`src/rtl/eihp_pkg.sv`:
```
// shared types and constants for the ethernet / ipv4 / l4 header parser
package eihp_pkg;

    // default width of the frame byte counter
    localparam int COUNT_BITS_DEF = 16;

    // byte positions in the frame; TCP_OFF_POS counts from the start of the transport header
    localparam int TYPE_POS_HI  = 12;
    localparam int TYPE_POS_LO  = 13;
    localparam int IHL_POS      = 14;
    localparam int PROTO_POS    = 23;
    localparam int SRC_FIRST    = 26;
    localparam int SRC_LAST     = 29;
    localparam int DST_FIRST    = 30;
    localparam int DST_LAST     = 33;
    localparam int TCP_OFF_POS  = 12;

    // header lengths in bytes
    localparam int ETH_LEN      = 14;
    localparam int IP_MIN_LEN   = 20;
    localparam int TCP_LEN      = 20;
    localparam int UDP_LEN      = 8;

    localparam logic [15:0] TYPE_IPV4 = 16'h0800;
    localparam logic [7:0]  PROTO_TCP = 8'd6;
    localparam logic [7:0]  PROTO_UDP = 8'd17;

    localparam int RESULT_BITS = 157;
    localparam int OUT_BYTES   = (RESULT_BITS + 7) / 8;
    localparam int OUT_BITS    = OUT_BYTES * 8;

    typedef enum logic [2:0] {
        ST_OK            = 3'd0,
        ST_SHORT_ETH     = 3'd1,
        ST_NOT_IPV4      = 3'd2,
        ST_SHORT_IP      = 3'd3,
        ST_SHORT_TCP     = 3'd4,
        ST_SHORT_UDP     = 3'd5,
        ST_SHORT_PAYLOAD = 3'd6
    } status_t;

    // header fields captured while a frame passes
    typedef struct packed {
        logic [15:0] eth_type;
        logic [3:0]  ip_words;
        logic [7:0]  proto;
        logic [31:0] src_addr;
        logic [31:0] dst_addr;
        logic [15:0] sport;
        logic [15:0] dport;
        logic [3:0]  tcp_words;
        logic        saturated;
    } hdr_state_t;

    // frame summary, last member in the lowest bits
    typedef struct packed {
        logic [15:0] payload_bytes;
        logic [15:0] payload_offset;
        logic [15:0] dport;
        logic [15:0] sport;
        logic [31:0] dst_addr;
        logic [31:0] src_addr;
        logic [7:0]  protocol;
        logic        is_ipv4;
        status_t     status;
        logic        length_overflow;
        logic [15:0] frame_bytes;
    } result_t;

endpackage

```
`src/rtl/eihp_capture.sv`:
```
// byte counter and positional header field capture
module eihp_capture #(
    parameter int COUNT_BITS = eihp_pkg::COUNT_BITS_DEF
) (
    input  logic                   aclk,
    input  logic                   aresetn,
    input  logic                   step,
    input  logic [7:0]             data_byte,
    input  logic                   last_byte,
    output eihp_pkg::hdr_state_t   hdr_next,
    output logic [COUNT_BITS-1:0]  count_next,
    output logic [7:0]             l4_start
);
    import eihp_pkg::*;

    localparam int PW = COUNT_BITS + 8;

    hdr_state_t            hdr_reg;
    logic [COUNT_BITS-1:0] count_reg;

    logic [PW-1:0] p_w;
    logic [PW-1:0] l4_w;
    logic [3:0]    ip_words_n;

    assign p_w        = {8'd0, count_reg};
    assign ip_words_n = (p_w == PW'(IHL_POS)) ? data_byte[3:0] : hdr_reg.ip_words;
    assign l4_start   = 8'(ETH_LEN) + {2'b00, ip_words_n, 2'b00};
    assign l4_w       = {{COUNT_BITS{1'b0}}, l4_start};

    always_comb begin
        hdr_next          = hdr_reg;
        hdr_next.ip_words = ip_words_n;
        if (p_w == PW'(TYPE_POS_HI) || p_w == PW'(TYPE_POS_LO)) begin
            hdr_next.eth_type = {hdr_reg.eth_type[7:0], data_byte};
        end
        if (p_w == PW'(PROTO_POS)) begin
            hdr_next.proto = data_byte;
        end
        if (p_w >= PW'(SRC_FIRST) && p_w <= PW'(SRC_LAST)) begin
            hdr_next.src_addr = {hdr_reg.src_addr[23:0], data_byte};
        end
        if (p_w >= PW'(DST_FIRST) && p_w <= PW'(DST_LAST)) begin
            hdr_next.dst_addr = {hdr_reg.dst_addr[23:0], data_byte};
        end
        // ports sit in the first four bytes after the ip header
        if (p_w >= l4_w && p_w < l4_w + PW'(2)) begin
            hdr_next.sport = {hdr_reg.sport[7:0], data_byte};
        end
        if (p_w >= l4_w + PW'(2) && p_w < l4_w + PW'(4)) begin
            hdr_next.dport = {hdr_reg.dport[7:0], data_byte};
        end
        if (p_w == l4_w + PW'(TCP_OFF_POS)) begin
            hdr_next.tcp_words = data_byte[7:4];
        end
        // counter holds at all ones and flags it
        if (count_reg == {COUNT_BITS{1'b1}}) begin
            hdr_next.saturated = 1'b1;
            count_next         = count_reg;
        end else begin
            count_next         = count_reg + COUNT_BITS'(1);
        end
    end

    always_ff @(posedge aclk) begin
        if (!aresetn) begin
            hdr_reg   <= '0;
            count_reg <= '0;
        end else if (step) begin
            if (last_byte) begin
                hdr_reg   <= '0;
                count_reg <= '0;
            end else begin
                hdr_reg   <= hdr_next;
                count_reg <= count_next;
            end
        end
    end

endmodule

```
`src/rtl/eihp_summary.sv`:
```
// frame summary: length checks per layer, payload offset and length
module eihp_summary #(
    parameter int COUNT_BITS = eihp_pkg::COUNT_BITS_DEF
) (
    input  eihp_pkg::hdr_state_t   hdr,
    input  logic [COUNT_BITS-1:0]  frame_count,
    input  logic [7:0]             l4_start,
    output eihp_pkg::result_t      result
);
    import eihp_pkg::*;

    localparam int PW = COUNT_BITS + 8;

    logic [PW-1:0] len_w;
    logic [PW-1:0] l4_w;
    logic [7:0]    poff;
    logic [PW-1:0] poff_w;
    logic [PW-1:0] plen_w;
    logic          is_tcp;
    logic          is_udp;

    assign len_w  = {8'd0, frame_count};
    assign l4_w   = {{COUNT_BITS{1'b0}}, l4_start};
    assign is_tcp = (hdr.proto == PROTO_TCP);
    assign is_udp = (hdr.proto == PROTO_UDP);

    always_comb begin
        priority if (is_tcp) begin
            poff = l4_start + {2'b00, hdr.tcp_words, 2'b00};
        end else if (is_udp) begin
            poff = l4_start + 8'(UDP_LEN);
        end else begin
            poff = l4_start;
        end
    end

    assign poff_w = {{COUNT_BITS{1'b0}}, poff};
    assign plen_w = len_w - poff_w;

    always_comb begin
        result                 = '0;
        result.frame_bytes     = len_w[15:0];
        result.length_overflow = hdr.saturated;
        result.status          = ST_OK;
        priority if (len_w < PW'(ETH_LEN)) begin
            result.status = ST_SHORT_ETH;
        end else if (hdr.eth_type != TYPE_IPV4) begin
            result.status = ST_NOT_IPV4;
        end else begin
            result.is_ipv4 = 1'b1;
            priority if (len_w < PW'(ETH_LEN + IP_MIN_LEN)) begin
                result.status = ST_SHORT_IP;
            end else begin
                result.protocol = hdr.proto;
                result.src_addr = hdr.src_addr;
                result.dst_addr = hdr.dst_addr;
                priority if (is_tcp && len_w < l4_w + PW'(TCP_LEN)) begin
                    result.status = ST_SHORT_TCP;
                end else if (is_udp && len_w < l4_w + PW'(UDP_LEN)) begin
                    result.status = ST_SHORT_UDP;
                end else begin
                    result.payload_offset = {8'd0, poff};
                    if (is_tcp || is_udp) begin
                        result.sport = hdr.sport;
                        result.dport = hdr.dport;
                    end
                    if (len_w < poff_w) begin
                        result.status = ST_SHORT_PAYLOAD;
                    end else begin
                        result.payload_bytes = plen_w[15:0];
                    end
                end
            end
        end
    end

endmodule

```
`src/rtl/eth_ipv4_l4_header_parser.sv`:
```
// top level of the ethernet / ipv4 / tcp / udp header parser
// throughput: one frame byte per cycle while not stalled, back to back, frames may follow without a gap
// the summary of a frame passes the input register, then the result register, to m_axis_tvalid
// the only stall is a last beat meeting a held summary that has not been taken
// reset: synchronous, aresetn low clears the counter, the captures and both valid flags
module eth_ipv4_l4_header_parser #(
    parameter int COUNT_BITS = eihp_pkg::COUNT_BITS_DEF
) (
    input  logic                          aclk,
    input  logic                          aresetn,
    // input stream, one frame byte per beat
    input  logic                          s_axis_tvalid,
    output logic                          s_axis_tready,
    input  logic [7:0]                    s_axis_tdata,  // data_byte [7:0]
    input  logic                          s_axis_tlast,  // last_byte
    // summary stream, one beat per frame
    output logic                          m_axis_tvalid,
    input  logic                          m_axis_tready,
    // frame_bytes [15:0], length_overflow [16], status [19:17], is_ipv4 [20],
    // protocol [28:21], src_addr [60:29], dst_addr [92:61], sport [108:93],
    // dport [124:109], payload_offset [140:125], payload_bytes [156:141],
    // zero pad [159:157]
    output logic [eihp_pkg::OUT_BITS-1:0] m_axis_tdata
);
    import eihp_pkg::*;

    // input register
    logic       in_valid_reg;
    logic [7:0] in_byte_reg;
    logic       in_last_reg;

    // result register
    logic       out_valid_reg;
    result_t    out_data_reg;

    hdr_state_t            hdr_next;
    logic [COUNT_BITS-1:0] count_next;
    logic [7:0]            l4_start;
    result_t               result;
    logic                  step;

    // a held byte moves on unless it is a last beat and the summary slot is full and not being taken
    assign step          = in_valid_reg && (!in_last_reg || !out_valid_reg || m_axis_tready);
    assign s_axis_tready = !in_valid_reg || step;

    always_ff @(posedge aclk) begin
        if (!aresetn) begin
            in_valid_reg <= 1'b0;
        end else if (s_axis_tready) begin
            in_valid_reg <= s_axis_tvalid;
        end
    end

    always_ff @(posedge aclk) begin
        if (s_axis_tready && s_axis_tvalid) begin
            in_byte_reg <= s_axis_tdata;
            in_last_reg <= s_axis_tlast;
        end
    end

    // running count and header captures, cleared after the last beat
    eihp_capture #(
        .COUNT_BITS (COUNT_BITS)
    ) u_capture (
        .aclk       (aclk),
        .aresetn    (aresetn),
        .step       (step),
        .data_byte  (in_byte_reg),
        .last_byte  (in_last_reg),
        .hdr_next   (hdr_next),
        .count_next (count_next),
        .l4_start   (l4_start)
    );

    // summary worked out from the state as it stands after the last byte
    eihp_summary #(
        .COUNT_BITS (COUNT_BITS)
    ) u_summary (
        .hdr         (hdr_next),
        .frame_count (count_next),
        .l4_start    (l4_start),
        .result      (result)
    );

    always_ff @(posedge aclk) begin
        if (!aresetn) begin
            out_valid_reg <= 1'b0;
        end else if (step && in_last_reg) begin
            out_valid_reg <= 1'b1;
        end else if (m_axis_tready) begin
            out_valid_reg <= 1'b0;
        end
    end

    always_ff @(posedge aclk) begin
        if (step && in_last_reg) begin
            out_data_reg <= result;
        end
    end

    assign m_axis_tvalid = out_valid_reg;
    assign m_axis_tdata  = {(OUT_BITS - RESULT_BITS)'(0), out_data_reg};

endmodule

```
`config.mk`:
```
export PLATFORM = sky130hd
export DESIGN_NAME = eth_ipv4_l4_header_parser
export DESIGN_NICKNAME = d
export VERILOG_FILES = /design/src/rtl/eihp_pkg.sv /design/src/rtl/eihp_capture.sv /design/src/rtl/eihp_summary.sv /design/src/rtl/eth_ipv4_l4_header_parser.sv
export SDC_FILE = /design/constraint.sdc
export NUM_CORES = 1
export LEC_CHECK = 0
export CAP_MARGIN = 10
export CELL_PAD_IN_SITES_DETAIL_PLACEMENT = 2
export CELL_PAD_IN_SITES_GLOBAL_PLACEMENT = 2
export CORE_MARGIN = 1
export CORE_UTILIZATION = 35
export CTS_BUF_LIST = sky130_fd_sc_hd__clkbuf_4
export DETAILED_ROUTE_END_ITERATION = 10
export DONT_BUFFER_PORTS = 1
export PLACE_DENSITY_LB_ADDON = 0.1
export SYNTH_ARGS = -nofsm -noshare
export SYNTH_HDL_FRONTEND = slang
export SYNTH_HIERARCHICAL = 1
export SYNTH_SLANG_ARGS = --single-unit
```
`constraint.sdc`:
```
create_clock -name aclk -period 9.26 [get_ports aclk]
set_input_delay 0.463 -clock aclk [delete_from_list [all_inputs] [get_ports aclk]]
set_output_delay 0.463 -clock aclk [all_outputs]
set_load 0.005 [all_outputs]
```
# Word level (Yosys, flattened, before mapping)
# Index checks and enable logic that the tools add are counted.
[classes]
multipliers = 0
n_bitwise = 1
mux = 22
eq_ne = 9
n_shift = 0
add_sub_neg = 10
reduce_logical = 23
div_mod_pow = 0
n_lt_le_gt_ge = 13
[op_table]
columns = ["operator", "n"]
rows = [
  ["129-bit 2-to-1 mux", 1],
  ["16-bit by 24-bit less-than comparator with 1-bit output", 4],
  ["16-bit 2-to-1 mux", 5],
  ["32-bit 2-to-1 mux", 2],
  ["16-bit by 4-bit == test with 1-bit output (second input constant)", 3],
  ["16-bit by 5-bit greater-or-equal comparator with 1-bit output (second input constant)", 2],
  ["16-bit by 24-bit == test with 1-bit output", 1],
  ["16-bit by 24-bit greater-or-equal comparator with 1-bit output", 1],
  ["8-bit 2-to-1 mux", 3],
  ["16-bit by 1-bit adder with 16-bit output (second input constant)", 1],
  ["7-bit by 4-bit adder with 8-bit output (second input constant)", 2],
  ["16-bit == test (second input constant)", 1],
  ["16-bit by 5-bit == test with 1-bit output (second input constant)", 1],
  ["16-bit by 8-bit greater-or-equal comparator with 1-bit output", 1],
  ["16-bit by 5-bit <= comparator with 1-bit output (second input constant)", 1],
  ["16-bit by 6-bit <= comparator with 1-bit output (second input constant)", 1],
  ["16-bit by 4-bit less-than comparator with 1-bit output (second input constant)", 1],
  ["16-bit by 6-bit less-than comparator with 1-bit output (second input constant)", 1],
  ["16-bit by 8-bit less-than comparator with 1-bit output", 1],
  ["16-bit by 12-bit != test with 1-bit output (second input constant)", 1],
  ["16-bit by 8-bit subtractor with 16-bit output", 1],
  ["6-bit OR reduction", 2],
  ["8-bit by 2-bit adder with 9-bit output (second input constant)", 1],
  ["8-bit by 3-bit adder with 9-bit output (second input constant)", 1],
  ["other kinds (18)", 39],
]
[word_totals]
rom_bits = 0
mem_count = 0
elab_cells = 105
ram_bits = 0
reg_bits = 313
latchBits = 0
in_bits = 13

# Longest topological paths before layout
# Gate-level depths: netlist of the first run.
[logic_depth]
ltp_word = 14
mapped_depth = 31
ltp_nobuf = 27

# Modules after synthesis
# The synthesis of the first run kept the hierarchy.
[modules_own_cells]
columns = ["mod", "instances", "cells_per_inst", "area_per_inst_um2", "seq_area_each_um2"]
rows = [
  ["eihp_capture", 1, 930, 7835.0, 2902.8],
  ["eth_ipv4_l4_header_parser", 1, 182, 5128.7, 5024.8],
  ["eihp_summary", 1, 388, 2691.3, 0.0],
]

# Worst setup path after synthesis of the first run
# No wires, ideal clock.
[synth_path]
path_type = "in2reg"
startpoint = "input port m_axis_tready"
endpoint = "register out_data_reg (netlist bit m_axis_tdata[0]), enable pin"
required_time_ns = 8.585
slack_ns = 1.433
arrival_time_ns = 7.152
path_buffers = 0
path_stages = 2
path_cell_list = "and2b_1 nor2_1"
[synth_between]
elab_chain_cells = 3
[synth_rtl]
columns = ["element", "line_no", "text"]
rows = [
  ["from (decl)", "eth_ipv4_l4_header_parser.sv:18", "input logic m_axis_tready,"],
  ["1-bit logical OR", "eth_ipv4_l4_header_parser.sv:43", "assign step = in_valid_reg && (!in_last_reg || !out_valid_reg || m_axis_tready);"],
  ["1-bit logical AND", "eth_ipv4_l4_header_parser.sv:43", ""],
  ["1-bit logical AND", "eth_ipv4_l4_header_parser.sv:96", "if (step && in_last_reg) begin"],
  ["to (signal assigned)", "eth_ipv4_l4_header_parser.sv:97", "out_data_reg <= result;"],
  ["to (decl)", "eth_ipv4_l4_header_parser.sv:34", "result_t out_data_reg;"],
]
# Every way passes these cells.
# A chain may end at the register's enable or synchronous reset.

==> results of run 1 <==
-- metrics by stage --
stage / cell area, sq um / util, %
finish: 17340 / 39.29
global route: 17340 / 39.29
CTS: 17330 / 39.28
detailed placement: 16000 / 36.25
global placement: 16000 / 36.25
floorplan: 15690 / -
-- tightest hold or removal path, stage by stage --
cell,delay (ns)
sky130_fd_sc_hd__nand2_1,0.08
sky130_fd_sc_hd__o22ai_4,0.17
sky130_fd_sc_hd__a22o_1,0.27
-- metal layers --
metal | up-vias | GRT usage (%) | part of all wire [%]
met5 | - | 0 | 0
met2 | 205 | 34.33 | 47
li1 | 5474 | - | -
met4 | 0 | 6.995 | 1.9
met3 | 68 | 3.881 | 3.2
met1 | 5888 | 29.13 | 48
-- power groups by stage --
stage	clock, mW	combinational, mW	sequential [mW]
global route	1.49	0.0956	1.47
detailed placement	0	0.0841	1.50
global placement	0	0.0830	1.50
CTS	1.42	0.0892	1.47
finish	1.36	0.0888	1.47
floorplan	0	0.0558	1.51
-- worst max-delay path by stage --
| stage | start | endpoint | slack, ns |
|---|---|---|---|
| after floorplan | m_axis_tready | m_axis_tdata[0] | 1.43 |
| after global placement | u_capture/count_reg[1] | m_axis_tdata[148] | 2.02 |
| after detailed placement | u_capture/count_reg[1] | m_axis_tdata[144] | 1.73 |
| after CTS | u_capture/count_reg[1] | m_axis_tdata[144] | 1.72 |
| after global routing | u_capture/count_reg[1] | m_axis_tdata[144] | 1.17 |
| final | u_capture/count_reg[1] | m_axis_tdata[156] | 1.80 |
-- final cells by class --
| type | instances | area, sq um |
|---|---|---|
| fill | 4779 | 26790 |
| sequential | 313 | 7928 |
| multi-input combinational | 1032 | 6955 |
| clock buffer | 137 | 1028 |
| tap | 592 | 740.7 |
| timing repair buffer | 45 | 370.4 |
| clock inverter | 28 | 178.9 |
| inverter | 34 | 131.4 |
| antenna | 1 | 2.502 |
-- timing repair --
action | 4_1_cts | 5_1_grt
hold buffers | 13 | 0
hold endpoints to repair | 18 | 0
buffers inserted | 0 | 0
==> summary.md, run 1 <==
| Metric | Value |
|---|---|
| Data required time of the worst path | `9.89 ns` |
| Final clock skew | `0.04493 ns` |
| Sequence of cells on the critical path | `ha_1, nor4b_2, and4_1, mux2i_2, inv_1, ha_1, xnor2_2, xnor2_1, a2111o_1, a211o_1, o41ai_2, and3_1, mux2_2, ha_1, inv_1, fa_1, xnor2_1, nor2_1, a221o_1, ha_1, or3_1, o211a_1, or3_1, a211oi_1` |
| Worst-skew pair later-pin latency | `0.82 ns` |
| Number of resized instances in the post-cts repair step | `0` |
| Total stage count of the critical path | `24` |
| Hold violation count in the final report | `0` |
| Cell repeated most along the worst path | `sky130_fd_sc_hd__ha_1` |
| Fraction of final layout cells sized beyond drive strength 1 | `17.94%` |
| Number of routed nets with antenna violations | `0` |
| Wire length of the first global-routing pass | `74.19 mm` |
| Die Wd | `213.5 microns` |
| Detailed-route wire length | `48.40 mm` |
| Cell at the root of the clock tree | `sky130_fd_sc_hd__clkbuf_4` |
| Final slew viol count | `0` |
| Internal power consumption | `2.217 mW` |
| Outcome | `finished, final reports clean` |
| Final #Nets | `1577` |
| IO buf count | `0` |
| Post-layout minimum cycle time | `7.460 ns` |
| Buffers from clock root to sink, at most | `3` |
| HPWL after detailed placement | `31.68 mm` |
| Flip-flop count of the largest register after layout | `157` |
| Data arrival time of the critical path | `8.09 ns` |
| Initial DRC count | `510` |
| Highest net fanout along the worst path | `10` |
| GRT overflow | `0` |
| Via count | `11640` |
| Routed via count divided by cell count | `5.332` |
| Slew Limit Headroom | `26.17%` |
| Critical hold path startpoint | `aresetn` |
| Number of H-tree branching levels | `3` |
| First-pass DRT Iterations | `4` |
| Max IR drop VDD | `0.0001044 V` |
| Switching power of the nets | `701.8 uW` |
| Count of yosys warnings during synthesis | `6` |
| Effective utilization at floorplan | `35.47%` |
| Worst hold path class | `in2reg` |
| Number of placed cells counting well taps | `2003` |
| Bufs and invs on worst path | `2` |
| Switching part of the total power | `24.05%` |
| Total chip power | `2.918 mW` |
| Average footprint of a synthesized cell | `10.44 sq um` |
| Final cell count without fillers | `2182` |
| Count of standard-cell rows | `77` |
| Share of total power in the clock network | `46.5%` |
| P_leak | `6.830 nW` |
| Cell family contributing the most delay on the critical path | `simple AND/OR/NAND/NOR gates` |
| Worst Hold Slack | `0.2346 ns` |
| Critical path capture point type | `flop` |
| All-layer global routing usage | `21.43%` |
| Mapped Area | `15650 sq um` |
| Power Dens Cells | `168.4 nW/um^2` |
| Startpoint-to-endpoint class of the critical path | `reg2reg` |
| RD Place Congestion | `0.8228` |
| Worst slack at placement | `1.735 ns` |
| Min setup slack post-route | `1.800 ns` |
| Maximum clock frequency | `134.0 MHz` |
| Sequential Power Share | `50.5%` |
| Average routed wire per standard cell | `22.18 microns` |
| Source of the worst register-to-register timing path | `u_capture/count_reg[1]` |
| Worst Reg2Reg Path Length in Cells | `24` |
| Number of antenna violations at the first check in global routing | `2` |
| Post-route setup TNS | `0 ns` |
| Number of ports placed on the die boundary | `175` |
| Die Ht | `213.5 microns` |
| Worst-Margin Slew | `1.106 ns` |
| Final clock period utilization by the worst path | `80.56%` |
| Worst flop-to-flop path endpoint | `m_axis_tdata[156]` |
| Slowest stage cell, crit path | `sky130_fd_sc_hd__mux2i_2` |
| Worst-case register-to-register setup slack | `1.80 ns` |
| Core footprint | `44120 sq um` |
| Worst-path clk slew | `0.06 ns` |
| Highest cell delay on the worst timing path | `0.63 ns` |
| DRC viols | `0` |
| Total of max-cap violations | `0` |
| Post-Synthesis Cells | `1499` |
| Logic gate share of total power | `3.0%` |
| Commonest non-fill, non-tap cell in the layout | `sky130_fd_sc_hd__nand2_1` |
| Nature of the critical path startpoint | `flop` |
| Area growth syn-to-layout | `10.76%` |
| Commonest non-fill, non-tap cells in the layout | `169 x sky130_fd_sc_hd__nand2_1, 166 x sky130_fd_sc_hd__edfxtp_1, 161 x sky130_fd_sc_hd__nor2_1` |
| Endpoint, Worst Hold | `u_capture/hdr_reg[26]` |
| WHS Path Cells | `3` |
| Clock net sink count | `313` |
| Unrepaired setup endpoints after global routing | `no` |
| Setup violations, final | `0` |
| Number of global-route vias before repair | `12340` |
| TritonCTS clock tree | `yes` |
| Die outline area | `45570 sq um` |
| Total clock buffers created by CTS | `89` |
| Pin count of the biggest net entering global routing | `75` |
(Power assumes the default switching activity.)
==> run 2, diff against run 1 <==
==> constraint.sdc (replaced) <==
create_clock -name aclk -period 7.4 [get_ports aclk]
set_input_delay 0.37 -clock aclk [delete_from_list [all_inputs] [get_ports aclk]]
set_output_delay 0.37 -clock aclk [all_outputs]
set_load 0.005 [all_outputs]
==> summary.md, run 2 (synthesis gave the netlist of run 1 again) <==
| Metric | Value |
|---|---|
| Power Dens Cells | `206.8 nW/um^2 (+23%)` |
| Detailed-route wire length | `49.27 mm (+1.8%)` |
| Routed via count divided by cell count | `5.333 (about the same)` |
| Hold violation count in the final report | `0 (unchanged)` |
| Worst Reg2Reg Path Length in Cells | `26 (+8.3%)` |
| RD Place Congestion | `0.8245 (+0.21%)` |
| Outcome | `finished, final reports clean` |
| Final cell count without fillers | `2203 (+0.96%)` |
| Number of placed cells counting well taps | `2020 (+0.85%)` |
| Critical path capture point type | `flop` |
| DRC viols | `0 (unchanged)` |
| Switching part of the total power | `25.21% (+1.2 points)` |
| Number of H-tree branching levels | `3 (unchanged)` |
| Max IR drop VDD | `0.00009766 V (-6.4%)` |
| Fill cells | `4797 (+0.38%)` |
| HPWL after detailed placement | `32.36 mm (+2.1%)` |
| Wire length of the first global-routing pass | `74.94 mm (+1.0%)` |
| Startpoint-to-endpoint class of the critical path | `reg2reg` |
| Min setup slack post-route | `0.4842 ns (-1.316 ns)` |
| Endpoint, Worst Hold | `in_byte_reg[2]` |
| Nature of the critical path startpoint | `flop` |
| Source of the worst register-to-register timing path | `u_capture/count_reg[0]` |
| First-pass DRT Iterations | `5 (+1)` |
| Post-layout minimum cycle time | `6.916 ns (-0.5442 ns)` |
| Fraction of final layout cells sized beyond drive strength 1 | `18.66% (+0.72 points)` |
| Number of buffers inserted to repair setup after CTS | `0 (unchanged)` |
| IO buf count | `0 (unchanged)` |
| WL met1 | `22.97 mm (-1.0%)` |
| All-layer global routing usage | `21.81% (+0.38 points)` |
| Pin count of the biggest net entering global routing | `75 (unchanged)` |
| P_leak | `6.885 nW (+0.80%)` |
| Number of routed nets with antenna violations | `0 (unchanged)` |
| Switching power of the nets | `908.4 uW (+29%)` |
| Top routing layer in use | `met4` |
| Sequential Power Share | `51.1% (+0.6 points)` |
| Average routed wire per standard cell | `22.37 microns (+0.84%)` |
| Number of global-route vias before repair | `12490 (+1.2%)` |
| Via count | `11750 (+0.98%)` |
| Worst-path clk slew | `0.07 ns (about the same)` |
| Core footprint | `44120 sq um (unchanged)` |
| Worst-Margin Slew | `1.149 ns (+0.04225 ns)` |
| Critical hold path startpoint | `s_axis_tdata[2]` |
| Setup violations, final | `0 (unchanged)` |
| Post-route setup TNS | `0 ns (unchanged)` |
| GRT overflow | `0 (unchanged)` |
| Final clock skew | `0.05325 ns (+0.008320 ns)` |
| Flip-flop count of the largest register after layout | `157 (unchanged)` |
| Final #Nets | `1595 (+1.1%)` |
| Final slew viol count | `0 (unchanged)` |
| Commonest non-fill, non-tap cells in the layout | `169 x sky130_fd_sc_hd__nand2_1, 166 x sky130_fd_sc_hd__edfxtp_1, 161 x sky130_fd_sc_hd__nor2_1` |
| Initial DRC count | `599 (+17%)` |
| Worst slack at placement | `0.5254 ns (-1.209 ns)` |
| Worst hold path class | `in2reg` |
| Total chip power | `3.604 mW (+23%)` |
| Data arrival time of the critical path | `7.48 ns (-0.61 ns)` |
| Commonest non-fill, non-tap cell in the layout | `sky130_fd_sc_hd__nand2_1` |
| Metal3 WL | `1.915 mm (+24%)` |
| WHS Path Cells | `1 (-2)` |
| Maximum clock frequency | `144.6 MHz (+7.9%)` |
| Count of standard-cell rows | `77 (unchanged)` |
| Worst-case register-to-register setup slack | `0.48 ns (-1.32 ns)` |
| Clock net sink count | `313 (unchanged)` |
| Highest net fanout along the worst path | `11 (+1)` |
| Buffers from clock root to sink, at most | `3 (unchanged)` |
| Startpoint of the most critical setup path | `u_capture/count_reg[0]` |
| Die Wd | `213.5 microns (unchanged)` |
| Total of max-cap violations | `0 (unchanged)` |
| TritonCTS clock tree | `yes` |
| Final clock period utilization by the worst path | `93.46% (+13 points)` |
| Detail Route met2 WL | `23.27 mm (+2.3%)` |
| Die outline area | `45570 sq um (unchanged)` |
| Slew Limit Headroom | `23.07% (-3.1 points)` |
| Cell at the root of the clock tree | `sky130_fd_sc_hd__clkbuf_4` |
| Worst-skew pair later-pin latency | `0.84 ns (+0.02 ns)` |
| Internal power consumption | `2.696 mW (+22%)` |
| Unrepaired setup endpoints after global routing | `no` |
| Worst flop-to-flop path endpoint | `m_axis_tdata[144]` |
| Effective utilization at floorplan | `35.47% (unchanged)` |
| Number of ports placed on the die boundary | `175 (unchanged)` |
| Area growth syn-to-layout | `11.34%` |
| Die Ht | `213.5 microns (unchanged)` |
| Number of antenna violations at the first check in global routing | `2 (unchanged)` |
| Logic gate share of total power | `3.1% (about the same)` |
| Share of total power in the clock network | `45.8% (-0.7 points)` |
| Post-Route Utilization | `39.49% (+0.21 points)` |
| Total clock buffers created by CTS | `90 (+1.1%)` |
| Data required time of the worst path | `7.97 ns (-1.92 ns)` |
[run 2: cell type report]
cell class | count | area, sq um | share of cell area [%]
sequential | 313 | 7928 | 45.49
multi-input combinational | 1032 | 6959 | 39.93
clock buffer | 135 | 1013 | 5.816
tap | 592 | 740.7 | 4.250
timing repair buffer | 62 | 501.7 | 2.879
clock inverter | 32 | 145.1 | 0.8329
inverter | 34 | 131.4 | 0.7539
antenna | 3 | 7.507 | 0.04308
[run 2: stage by stage]
step,hold slack [ns],cell area [sq um]
6_report,0.1726,17430
5_1_grt,0.1050,17430
4_1_cts,0.05646,17420
3_5_place_dp,0.4574,16130
3_3_place_gp,0.4538,16120
2_1_floorplan,0.4380,15700
[run 2: power groups by stage]
stage / sequential (mW) / clock (mW) / combinational, mW
floorplan: 1.88 / 0 / 0.0699
global placement: 1.88 / 0 / 0.105
detailed placement: 1.88 / 0 / 0.106
CTS: 1.84 / 1.72 / 0.113
global route: 1.84 / 1.82 / 0.121
finish: 1.84 / 1.65 / 0.112
[run 2: worst max path at each step]
stage | to | slack (ns)
2_1_floorplan | m_axis_tdata[154] | 0.95
3_3_place_gp | m_axis_tdata[156] | 0.85
3_5_place_dp | m_axis_tdata[144] | 0.53
4_1_cts | m_axis_tdata[144] | 0.45
5_1_grt | m_axis_tdata[144] | 0.07
6_report | m_axis_tdata[144] | 0.48
[run 2: worst max-delay path: stages (launching register included)]
cell,delay (ns)
sky130_fd_sc_hd__dfxtp_1,0.39
sky130_fd_sc_hd__inv_1,0.15
sky130_fd_sc_hd__ha_1,0.20
sky130_fd_sc_hd__nor4b_2,0.23
sky130_fd_sc_hd__and4_1,0.24
sky130_fd_sc_hd__buf_4,0.20
sky130_fd_sc_hd__mux2i_2,0.24
sky130_fd_sc_hd__inv_1,0.10
sky130_fd_sc_hd__ha_1,0.31
sky130_fd_sc_hd__xnor2_2,0.30
sky130_fd_sc_hd__xnor2_1,0.11
sky130_fd_sc_hd__a2111o_1,0.41
sky130_fd_sc_hd__a211o_1,0.31
sky130_fd_sc_hd__o41ai_2,0.08
sky130_fd_sc_hd__and3_2,0.37
sky130_fd_sc_hd__mux2_2,0.37
sky130_fd_sc_hd__ha_1,0.27
sky130_fd_sc_hd__a21o_1,0.18
sky130_fd_sc_hd__a21oi_1,0.19
sky130_fd_sc_hd__xnor2_1,0.16
sky130_fd_sc_hd__o221ai_1,0.21
sky130_fd_sc_hd__ha_1,0.41
sky130_fd_sc_hd__o211ai_1,0.15
sky130_fd_sc_hd__o211ai_1,0.29
sky130_fd_sc_hd__a21boi_1,0.15
sky130_fd_sc_hd__buf_4,0.20
sky130_fd_sc_hd__nor4_1,0.40
[run 2: per-layer routing]
metal	global-route usage (%)	up-vias
met5	0	-
met4	8.621	0
met3	4.394	77
met2	34.77	225
met1	28.95	5935
li1	-	5512
[run 2: timing repair]
item	in CTS	in global routing
endpoints found under the setup margin	0	2
hold endpoints to repair	24	0
resized for setup	0	2
hold buffers	13	0
==> run 3, diff against run 2 <==
--- a/config.mk
+++ b/config.mk
@@ -13,6 +13,7 @@
 export CTS_BUF_LIST = sky130_fd_sc_hd__clkbuf_4
 export DETAILED_ROUTE_END_ITERATION = 10
 export DONT_BUFFER_PORTS = 1
+export MAX_ROUTING_LAYER = met4
 export PLACE_DENSITY_LB_ADDON = 0.1
 export SYNTH_ARGS = -nofsm -noshare
 export SYNTH_HDL_FRONTEND = slang
==> summary.md, run 3 (synthesis gave the netlist of run 1 again) <==
| Metric | Value |
|---|---|
| Outcome | `finished, final reports clean` |
| P_leak | `6.885 nW (unchanged)` |
| Final clock skew | `0.05573 ns (+0.002476 ns)` |
| Data required time of the worst path | `7.97 ns (about the same)` |
| HPWL after detailed placement | `32.36 mm (unchanged)` |
| Sequential Power Share | `51.1% (about the same)` |
| Maximum clock frequency | `144.9 MHz (+0.22%)` |
| Placed cell areas | `16130 sq um (unchanged)` |
| Number of antenna violations at the first check in global routing | `2 (unchanged)` |
| Flip-flop count of the largest register after layout | `157 (unchanged)` |
| First-pass DRT Iterations | `5 (unchanged)` |
| Final clock period utilization by the worst path | `93.26% (-0.20 points)` |
| Fraction of final layout cells sized beyond drive strength 1 | `18.66% (unchanged)` |
| Cell at the root of the clock tree | `sky130_fd_sc_hd__clkbuf_4` |
| Switching part of the total power | `25.20% (about the same)` |
| Data arrival time of the critical path | `7.47 ns (about the same)` |
| Max IR drop VDD | `0.00009763 V (about the same)` |
| Final slew viol count | `0 (unchanged)` |
| Worst Reg2Reg Path Length in Cells | `26 (unchanged)` |
| Slew Limit Headroom | `22.00% (-1.1 points)` |
| TritonCTS clock tree | `yes` |
| Hold violation count in the final report | `0 (unchanged)` |
| Worst-skew pair later-pin latency | `0.84 ns (about the same)` |
| Source of the worst register-to-register timing path | `u_capture/count_reg[0]` |
| Number of H-tree branching levels | `3 (unchanged)` |
| Switching power of the nets | `908.3 uW (about the same)` |
| Detailed-route wire length | `49.36 mm (+0.18%)` |
| Via count | `11770 (+0.19%)` |
| Commonest non-fill, non-tap cells in the layout | `169 x sky130_fd_sc_hd__nand2_1, 166 x sky130_fd_sc_hd__edfxtp_1, 161 x sky130_fd_sc_hd__nor2_1` |
| WHS Path Cells | `1 (unchanged)` |
| Count of standard-cell rows | `77 (unchanged)` |
| Critical path capture point type | `flop` |
| Share of total power in the clock network | `45.8% (about the same)` |
| Highest net fanout along the worst path | `11 (unchanged)` |
| Startpoint of the most critical setup path | `u_capture/count_reg[0]` |
| Wire length of the first global-routing pass | `74.99 mm (about the same)` |
| Final #Nets | `1595 (unchanged)` |
| Number of routed nets with antenna violations | `0 (unchanged)` |
| Worst Hold Slack | `0.1752 ns (+0.002552 ns)` |
| Post-Route Utilization | `39.49% (unchanged)` |
| Clock net sink count | `313 (unchanged)` |
| Buffers from clock root to sink, at most | `3 (unchanged)` |
| Number of ports placed on the die boundary | `175 (unchanged)` |
| Worst-Margin Slew | `1.164 ns (+0.01589 ns)` |
| Die Wd | `213.5 microns (unchanged)` |
| Number of buffers inserted to repair setup after CTS | `0 (unchanged)` |
| Post-layout minimum cycle time | `6.901 ns (-0.01485 ns)` |
| Post-route setup TNS | `0 ns (unchanged)` |
| DRC viols | `0 (unchanged)` |
| Logic gate share of total power | `3.1% (about the same)` |
| Die Ht | `213.5 microns (unchanged)` |
| Die outline area | `45570 sq um (unchanged)` |
| IO buf count | `0 (unchanged)` |
| Average routed wire per standard cell | `22.40 microns (+0.18%)` |
| Initial DRC count | `600 (+0.17%)` |
| Number of global-route vias before repair | `12470 (-0.12%)` |
| Area growth syn-to-layout | `11.34% (unchanged)` |
| Effective utilization at floorplan | `35.47% (unchanged)` |
| Internal power consumption | `2.696 mW (about the same)` |
| Area of all placed cells without fillers | `17430 sq um (unchanged)` |
| All-layer global routing usage | `22.47% (+0.66 points)` |
| Critical hold path startpoint | `s_axis_tdata[2]` |
| Total clock buffers created by CTS | `90 (unchanged)` |
| Nature of the critical path startpoint | `flop` |
| Worst-path clk slew | `0.07 ns (about the same)` |
| Worst hold path class | `in2reg` |
| Startpoint-to-endpoint class of the critical path | `reg2reg` |
| Total of max-cap violations | `0 (unchanged)` |
| Pin count of the biggest net entering global routing | `75 (unchanged)` |
| Power Dens Cells | `206.8 nW/um^2 (about the same)` |
| Commonest non-fill, non-tap cell in the layout | `sky130_fd_sc_hd__nand2_1` |
| Routed via count divided by cell count | `5.343 (+0.19%)` |
| RD Place Congestion | `0.8369 (+1.5%)` |
| Unrepaired setup endpoints after global routing | `no` |
| Core footprint | `44120 sq um (unchanged)` |
| GRT overflow | `0 (unchanged)` |
| Setup violations, final | `0 (unchanged)` |
## run 3: cell counts in the layout (fill, tap and decap cells not counted)
No cell type changed its count.
## run 3: metal layers
metal,global-route usage [%],share of wire [%],vias to the layer above
met3,4.320,3.7,78
met5,-,0,-
met1,28.94,47,5947
li1,-,-,5515
met4,8.621,2.2,0
met2,34.85,47,231
## run 3: area by class of cell
type | count | area [sq um]
timing repair buffer | 62 | 501.7
clock inverter | 32 | 145.1
sequential | 313 | 7928
tap | 592 | 740.7
fill | 4797 | 26700
multi-input combinational | 1032 | 6959
clock buffer | 135 | 1013
inverter | 34 | 131.4
antenna | 3 | 7.507
## run 3: critical path: stages, from the launching register on
cell and delay (ns):
sky130_fd_sc_hd__dfxtp_1 0.39, sky130_fd_sc_hd__inv_1 0.15, sky130_fd_sc_hd__ha_1 0.20, sky130_fd_sc_hd__nor4b_2 0.23
sky130_fd_sc_hd__and4_1 0.24, sky130_fd_sc_hd__buf_4 0.20, sky130_fd_sc_hd__mux2i_2 0.24, sky130_fd_sc_hd__inv_1 0.10
sky130_fd_sc_hd__ha_1 0.31, sky130_fd_sc_hd__xnor2_2 0.30, sky130_fd_sc_hd__xnor2_1 0.11, sky130_fd_sc_hd__a2111o_1 0.41
sky130_fd_sc_hd__a211o_1 0.31, sky130_fd_sc_hd__o41ai_2 0.08, sky130_fd_sc_hd__and3_2 0.37, sky130_fd_sc_hd__mux2_2 0.37
sky130_fd_sc_hd__ha_1 0.27, sky130_fd_sc_hd__a21o_1 0.18, sky130_fd_sc_hd__a21oi_1 0.19, sky130_fd_sc_hd__xnor2_1 0.16
sky130_fd_sc_hd__o221ai_1 0.21, sky130_fd_sc_hd__ha_1 0.41, sky130_fd_sc_hd__o211ai_1 0.15, sky130_fd_sc_hd__o211ai_1 0.29
sky130_fd_sc_hd__a21boi_1 0.15, sky130_fd_sc_hd__buf_4 0.20, sky130_fd_sc_hd__nor4_1 0.38
## run 3: stage by stage
| stage | power [mW] | worst slack [ns] | std cells |
|---|---|---|---|
| 2_1_floorplan | 1.951 | 0.9543 | 1510 |
| 3_3_place_gp | 1.985 | 0.8517 | 2019 |
| 3_5_place_dp | 1.988 | 0.5254 | 2020 |
| 4_1_cts | 3.681 | 0.4465 | 2200 |
| 5_1_grt | 3.781 | 0.07448 | 2203 |
| 6_report | 3.604 | 0.4990 | 2203 |
## run 3: path summary, 6_finish.rpt
check	to	slack (ns)
max	m_axis_tdata[144]	0.50
min	in_byte_reg[2]	0.18
max reg2reg	m_axis_tdata[144]	0.50
min reg2reg	u_capture/hdr_reg[2]	0.47
## run 3: repair_timing
action / in CTS / in global routing
hold endpoints to repair: 24 / 0
hold buffers: 13 / 0
setup endpoints to repair: 0 / 2
gates resized for setup: 0 / 2
## run 3: power by group through the flow
stage	combinational [mW]	clock, mW	sequential [mW]
2_1_floorplan	0.0699	0	1.88
3_3_place_gp	0.105	0	1.88
3_5_place_dp	0.106	0	1.88
4_1_cts	0.113	1.72	1.84
5_1_grt	0.121	1.82	1.84
6_report	0.112	1.65	1.84
